[src/hdl/plti_pkg.sv]
// ----------------------------------------------------------------------------
// plti_pkg
// Shared types and constants of the piecewise-linear table inverse core.
// ----------------------------------------------------------------------------
package plti_pkg;

   // default table depth
   localparam int TABLE_DEPTH_DEF = 64;

   // field widths
   localparam int VALUE_W  = 32;
   localparam int INDEX_W  = 6;
   localparam int SIZE_W   = 7;
   localparam int MAPPED_W = 24;
   localparam int FRAC_W   = 16;
   localparam int SEG_W    = 8;   // segment number, enough for the largest depth
   localparam int CNT_W    = 9;   // holds a depth up to 256

   // request kinds
   localparam logic KIND_LOAD   = 1'b0;
   localparam logic KIND_SAMPLE = 1'b1;

   typedef enum logic [1:0] {
      STATUS_OK        = 2'd0,
      STATUS_NOT_FOUND = 2'd1,
      STATUS_ZERO_DIV  = 2'd2
   } status_type;

   // search result handed to the divider preparation stage
   typedef struct packed {
      logic               valid;
      logic               eof;
      logic               found;
      logic               below;
      logic [SEG_W-1:0]   seg;
      logic [VALUE_W-1:0] smp;
      logic [VALUE_W-1:0] lo;
      logic [VALUE_W-1:0] hi;
   } search_type;

   // sideband carried along the divider
   typedef struct packed {
      logic                valid;
      logic                eof;
      status_type          status;
      logic [MAPPED_W-1:0] base;
   } side_type;

endpackage

[src/hdl/plti_div.sv]
// ----------------------------------------------------------------------------
// plti_div
// Pipelined restoring divider, one quotient bit per stage, giving the
// Q.16 fraction of a numerator below its divisor.
// ----------------------------------------------------------------------------
module plti_div
   import plti_pkg::*;
(
   input  logic               clock,
   input  logic               reset,
   input  logic               advance,
   input  logic [VALUE_W-1:0] num,
   input  logic [VALUE_W-1:0] den,
   input  side_type           side_in,
   output logic               busy,
   output logic [FRAC_W-1:0]  quot,
   output side_type           side_out
);

   logic [VALUE_W-1:0] rem_ff  [FRAC_W+1];
   logic [VALUE_W-1:0] den_ff  [FRAC_W+1];
   logic [FRAC_W-1:0]  quot_ff [FRAC_W+1];
   side_type           side_ff [FRAC_W+1];
   logic [FRAC_W:0]    valid;

   // stage 0 loads the operands, each later stage resolves one bit
   always_ff @(posedge clock) begin
      if (reset) begin
         for (int s = 0; s <= FRAC_W; s++) side_ff[s].valid <= 1'b0;
      end else if (advance) begin
         rem_ff[0]  <= num;
         den_ff[0]  <= den;
         quot_ff[0] <= '0;
         side_ff[0] <= side_in;
         for (int s = 1; s <= FRAC_W; s++) begin
            logic [VALUE_W:0] trial;
            trial = {rem_ff[s-1], 1'b0};
            if (trial >= {1'b0, den_ff[s-1]}) begin
               rem_ff[s]  <= VALUE_W'(trial - {1'b0, den_ff[s-1]});
               quot_ff[s] <= {quot_ff[s-1][FRAC_W-2:0], 1'b1};
            end else begin
               rem_ff[s]  <= VALUE_W'(trial);
               quot_ff[s] <= {quot_ff[s-1][FRAC_W-2:0], 1'b0};
            end
            den_ff[s]  <= den_ff[s-1];
            side_ff[s] <= side_ff[s-1];
         end
      end
   end

   always_comb begin
      for (int s = 0; s <= FRAC_W; s++) valid[s] = side_ff[s].valid;
   end

   assign busy     = |valid;
   assign quot     = quot_ff[FRAC_W];
   assign side_out = side_ff[FRAC_W];

endmodule
[config.mk]
export PLATFORM = sky130hd
export DESIGN_NAME = plti_div
export DESIGN_NICKNAME = d
export VERILOG_FILES = /design/src/hdl/plti_pkg.sv /design/src/hdl/plti_div.sv
export SDC_FILE = /design/constraint.sdc
export NUM_CORES = 2
export LEC_CHECK = 0
export BUFFER_PORTS_ARGS = -buffer_cell sky130_fd_sc_hd__buf_2
export CAP_MARGIN = 20
export CORE_ASPECT_RATIO = 0.75
export CORE_MARGIN = 2
export CORE_UTILIZATION = 60
export DETAILED_ROUTE_END_ITERATION = 7
export HOLD_SLACK_MARGIN = 0.08
export PLACE_DENSITY_LB_ADDON = 0.12
export REMOVE_ABC_BUFFERS = 1
export SLEW_MARGIN = 10
export SYNTH_ARGS = -nofsm -noshare
export SYNTH_HDL_FRONTEND = slang
export SYNTH_SLANG_ARGS = --single-unit
[constraint.sdc]
create_clock -name clock -period 73 [get_ports clock]
set_clock_uncertainty 0.05 [all_clocks]
set_input_delay 7.3 -clock clock [delete_from_list [all_inputs] [get_ports clock]]
set_output_delay 7.3 -clock clock [all_outputs]
set_load 0.01 [all_outputs]
; ---- After elaboration in Yosys (flattened, before gate mapping)
; Memories as Yosys holds them, arrays and structs flattened.
; Cells that the tools add are included.
[totals]
output_inout_bits = 45
memories = 4
ramBits = 1836
reg_bits = 0
[mem_list]
columns = memory, depth, width, read_ports, rd_clocked_by_memory_dff, wr, line
row1 = den_ff, 17, 32, 16, 0, 17, plti_div.sv:21  ; logic [VALUE_W-1:0] den_ff [FRAC_W+1];
row2 = rem_ff, 17, 32, 16, 0, 17, plti_div.sv:20  ; logic [VALUE_W-1:0] rem_ff [FRAC_W+1];
row3 = side_ff, 17, 28, 17, 0, 17, plti_div.sv:23  ; side_type side_ff [FRAC_W+1];
row4 = quot_ff, 17, 16, 17, 0, 17, plti_div.sv:22  ; logic [FRAC_W-1:0] quot_ff [FRAC_W+1];
[op_classes]
reduce_logical = 1
n_addsub = 16
muxes = 182
n_bitwise = 49
n_lt_le_gt_ge = 16
[op_table]
columns = op, count
row1 = $ge A33 B32 Y1, 16
row2 = $mux W32, 16
row3 = $sub A32 B32 Y32, 16
row4 = $mux W16, 16
row5 = $mux W1, 150
row6 = $or A1 B1 Y1, 49
row7 = $reduce_or A17 Y1, 1

; ---- Depth between registers and ports, before layout
; An unclocked memory read counts as a cell.
[depth]
ltp_word = 7
ltp_mapped = 15

; ---- Least setup slack after synthesis
; OpenSTA, ideal clock, no wires.
[synth_path]
kind = input to register
from = in reset
to = mem quot_ff[16][10], data pin
t_arrival_ns = 54.258
required_time_ns = 72.575
slack_ns = 18.317
setup_ns = 0.375
stages = 6
path_cell_list = nand2b_1 -> clkbuf_1 -> clkbuf_1 -> clkinv_1 -> clkbuf_1 -> and2_1
[synth_rtl]
columns = item, line
row1 = start: declaration, plti_div.sv:10  ; input logic reset,
row2 = end: declaration, plti_div.sv:22

==> metrics.txt <==
Most common cell on crit path buf_4; outcome finished clean; Worst-Margin Slew 1200 ps; initial antenna violation count 15; WP data arrival 11,790 ps; DRT Wirelength 174,000 µm; synthesized area per cell 12.1 µm²; Final HPWL DP 128,000 µm; Die X-Extent 437 µm; Hold Violations, Final 0; Yosys reg bits 1,636; area occupied by multi-input gates 31,900 µm²; CP Class primary input to flop; mux share of post-synthesis cell area 2.63%; class of the worst hold path flop to flop; Post-Synth Simple-Gate Area 11.0%; row count 119; Post-synth EDFFs 1,635; commonest cells after routing, fill and taps aside edfxtp_1 (1,635), inv_1 (648), and2_1 (515); number of global-route vias before repair 48,953; # clock sinks 1,636; H-tree levels 4; Final nets 7,768; cell area after layout 92,300 µm²; XOR/XNOR Fraction of Synth Area 4.03%; post-synth top area share 58.1%; first-pass GRT wire length 273,000 µm; Die Y-Extent 329 µm; area post-placement 86,800 µm²; global route total overflow 0; largest family of logic cells by synthesized area compound AO/OA/AOI/OAI gates; reg2reg path depth 14; Crit path largest cell delay 880 ps; clock latency on the worst-skew pair 830 ps; overall global routing resource usage 24.1%; largest net degree at the start of global routing 209; boundary pin count 140; Starting Density 60.3%; power per cell area 25.6 nW/µm²; distinct cell type count after synthesis 106; Synth area leader edfxtp_1; fin crit period 11,410 ps; startpoint of the worst hold path quot_ff[12][10]; adder-cell area share of the yosys netlist 7.92%; Worst EP required 73,370 ps; post-CTS resize count 0; Slowest cell on crit path buf_4; Hold Path Sink quot_ff[13][11]; CP top delay family buffers and inverters; flop2flop setup slack 68,210 ps; Setup violations, final 0; Seq/Total Area, Yosys 58.1%; reg2reg start den_ff[0][161]; Area Growth Syn to Fin 9.25%; DRT antenna net count 0; Buf/Inv on CP 8; DR pass1 iterations 6; Startpoint Class primary input; # fillers 10,439; predominant post-synthesis flop cell edfxtp_1; Iter 0 DRT Violations 5,329; Mapped Cells 7,008; share of layout cells above drive strength 1 8.94%; CTS Hold Bufs 0; Leak Pwr 0.0363 µW; commonest non-fill, non-tap cell in the layout edfxtp_1; fin crit share 15.6%; CORE AREA 140,000 µm²; Ys Warns 0; DRC 0; R2R Path End rem_ff[6][30]; Mapped Area 84,500 µm²; RSZ-0062 raised after global routing no; TritonCTS buffer count 162; Total Power 2370 µW; Max Freq 87.6 MHz; Port Buffers 139; CP Cell Sequence buf_2 > nand2b_2 > buf_4 > inv_8 > buf_4 > buf_4 > buf_16 > buf_4 > buf_4; CTS tree built; setup TNS 0 ps; Peak VDD IR 0.0222 mV; Synth async-reset ratio 0%; hold-critical path depth 0; Worst Setup End Kind flop; Compound-Gate Fraction of Synth Area 12.2%; fin. max-slew vios 0; CTS clk-pin slew, worst paths 60 ps; Rel. slew slack 19.7%; max cap viols 0; root buffer cell clkbuf_16; Die ar. 144,000 µm²; vias per cell 5.77; ranking of synthesized cells by area edfxtp_1 (58%), ha_1 (7.6%), and2_1 (3.8%); CP max FO 203; via count 52,931; Post-CTS Setup Bufs 0; CTS max path bufs 3; RePlAce Congestion 0.941; DR WL/cell 19.0 µm; register area 49,100 µm²
[layout make-up]
cell class	count	area share (%)
flip-flops and latches	1636	53.2
diodes	7	0.0190
well taps	1875	2.54
multi-input cells	4515	34.6
repair buffers	181	1.20
inverters	651	2.66
clock inverters	108	1.25
clock buffers	193	4.52
[per-stage QoR]
step / util [%] / hold WS [ps] / setup slack [ps] / std cells
final: 65.9 / 368 / 61590 / 9166
after global routing: 65.9 / 372 / 61090 / 9159
after CTS: 65.8 / 361 / 61320 / 9154
after detailed placement: 62.0 / 355 / 60440 / 8853
after global placement: 62.0 / 351 / 60600 / 8853
after floorplan: - / 350 / 18230 / 6802
[worst max path at each step]
stage,startpoint,endpoint,slack [ps],cells past startpoint
after CTS,reset,den_ff[0][448],61320,8
after global placement,reset,den_ff[0][484],60600,8
after global routing,reset,rem_ff[15][5],61090,9
after floorplan,reset,den_ff[0][0],18230,2
after detailed placement,reset,rem_ff[15][3],60440,8
final,reset,den_ff[0][484],61590,9
[per-layer routing]
layer  share of wire (%)  global-route usage, %
met1                  50                   39.4
met2                  40                   33.0
met3                 8.3                   4.88
met4                 1.5                   5.10
met5               0.036                      0
[cells in the mapped netlist (all sizes together) (20+ instances only)]
library cell	count
a2111oi	23
a211oi	32
a21boi	23
a21o	234
a21oi	462
a31oi	56
and2	517
and3	43
buf	88
clkbuf	118
edfxtp	1635
ha	511
inv	650
mux2	180
nand2	455
nand2b	66
nand3	82
nand4	70
nor2	314
nor2b	65
nor3	76
nor4	20
o211ai	27
o21a	71
o21ai	425
o21bai	40
o31a	20
o31ai	69
xnor2	224
xor2	165
[state kept, by name, summed over array words and instances (netlist names)]
register	count
den_ff	512
rem_ff	512
side_ff	476
quot_ff	136
[logic make-up (layout without fill, tap and decap cells)]
| kind of cell | after synthesis | in the layout |
|---|---|---|
| simple gates | 1798 | 1798 |
| other cells | 0 | 7 |
| mux | 190 | 190 |
| xor+xnor | 389 | 389 |
| flops | 1636 | 1636 |
| buf+inv | 857 | 1133 |
| compound gates | 1612 | 1612 |
| fa+ha+maj | 526 | 526 |
[power breakdown]
| part | switching [µW] | total (µW) | internal (µW) |
|---|---|---|---|
| Clock | 366 | 831 | 465 |
| Sequential | 30.8 | 1140 | 1110 |
| Combinational | 226 | 392 | 166 |
| Total | 623 | 2370 | 1740 |
Power figures use the tool's default switching activity.
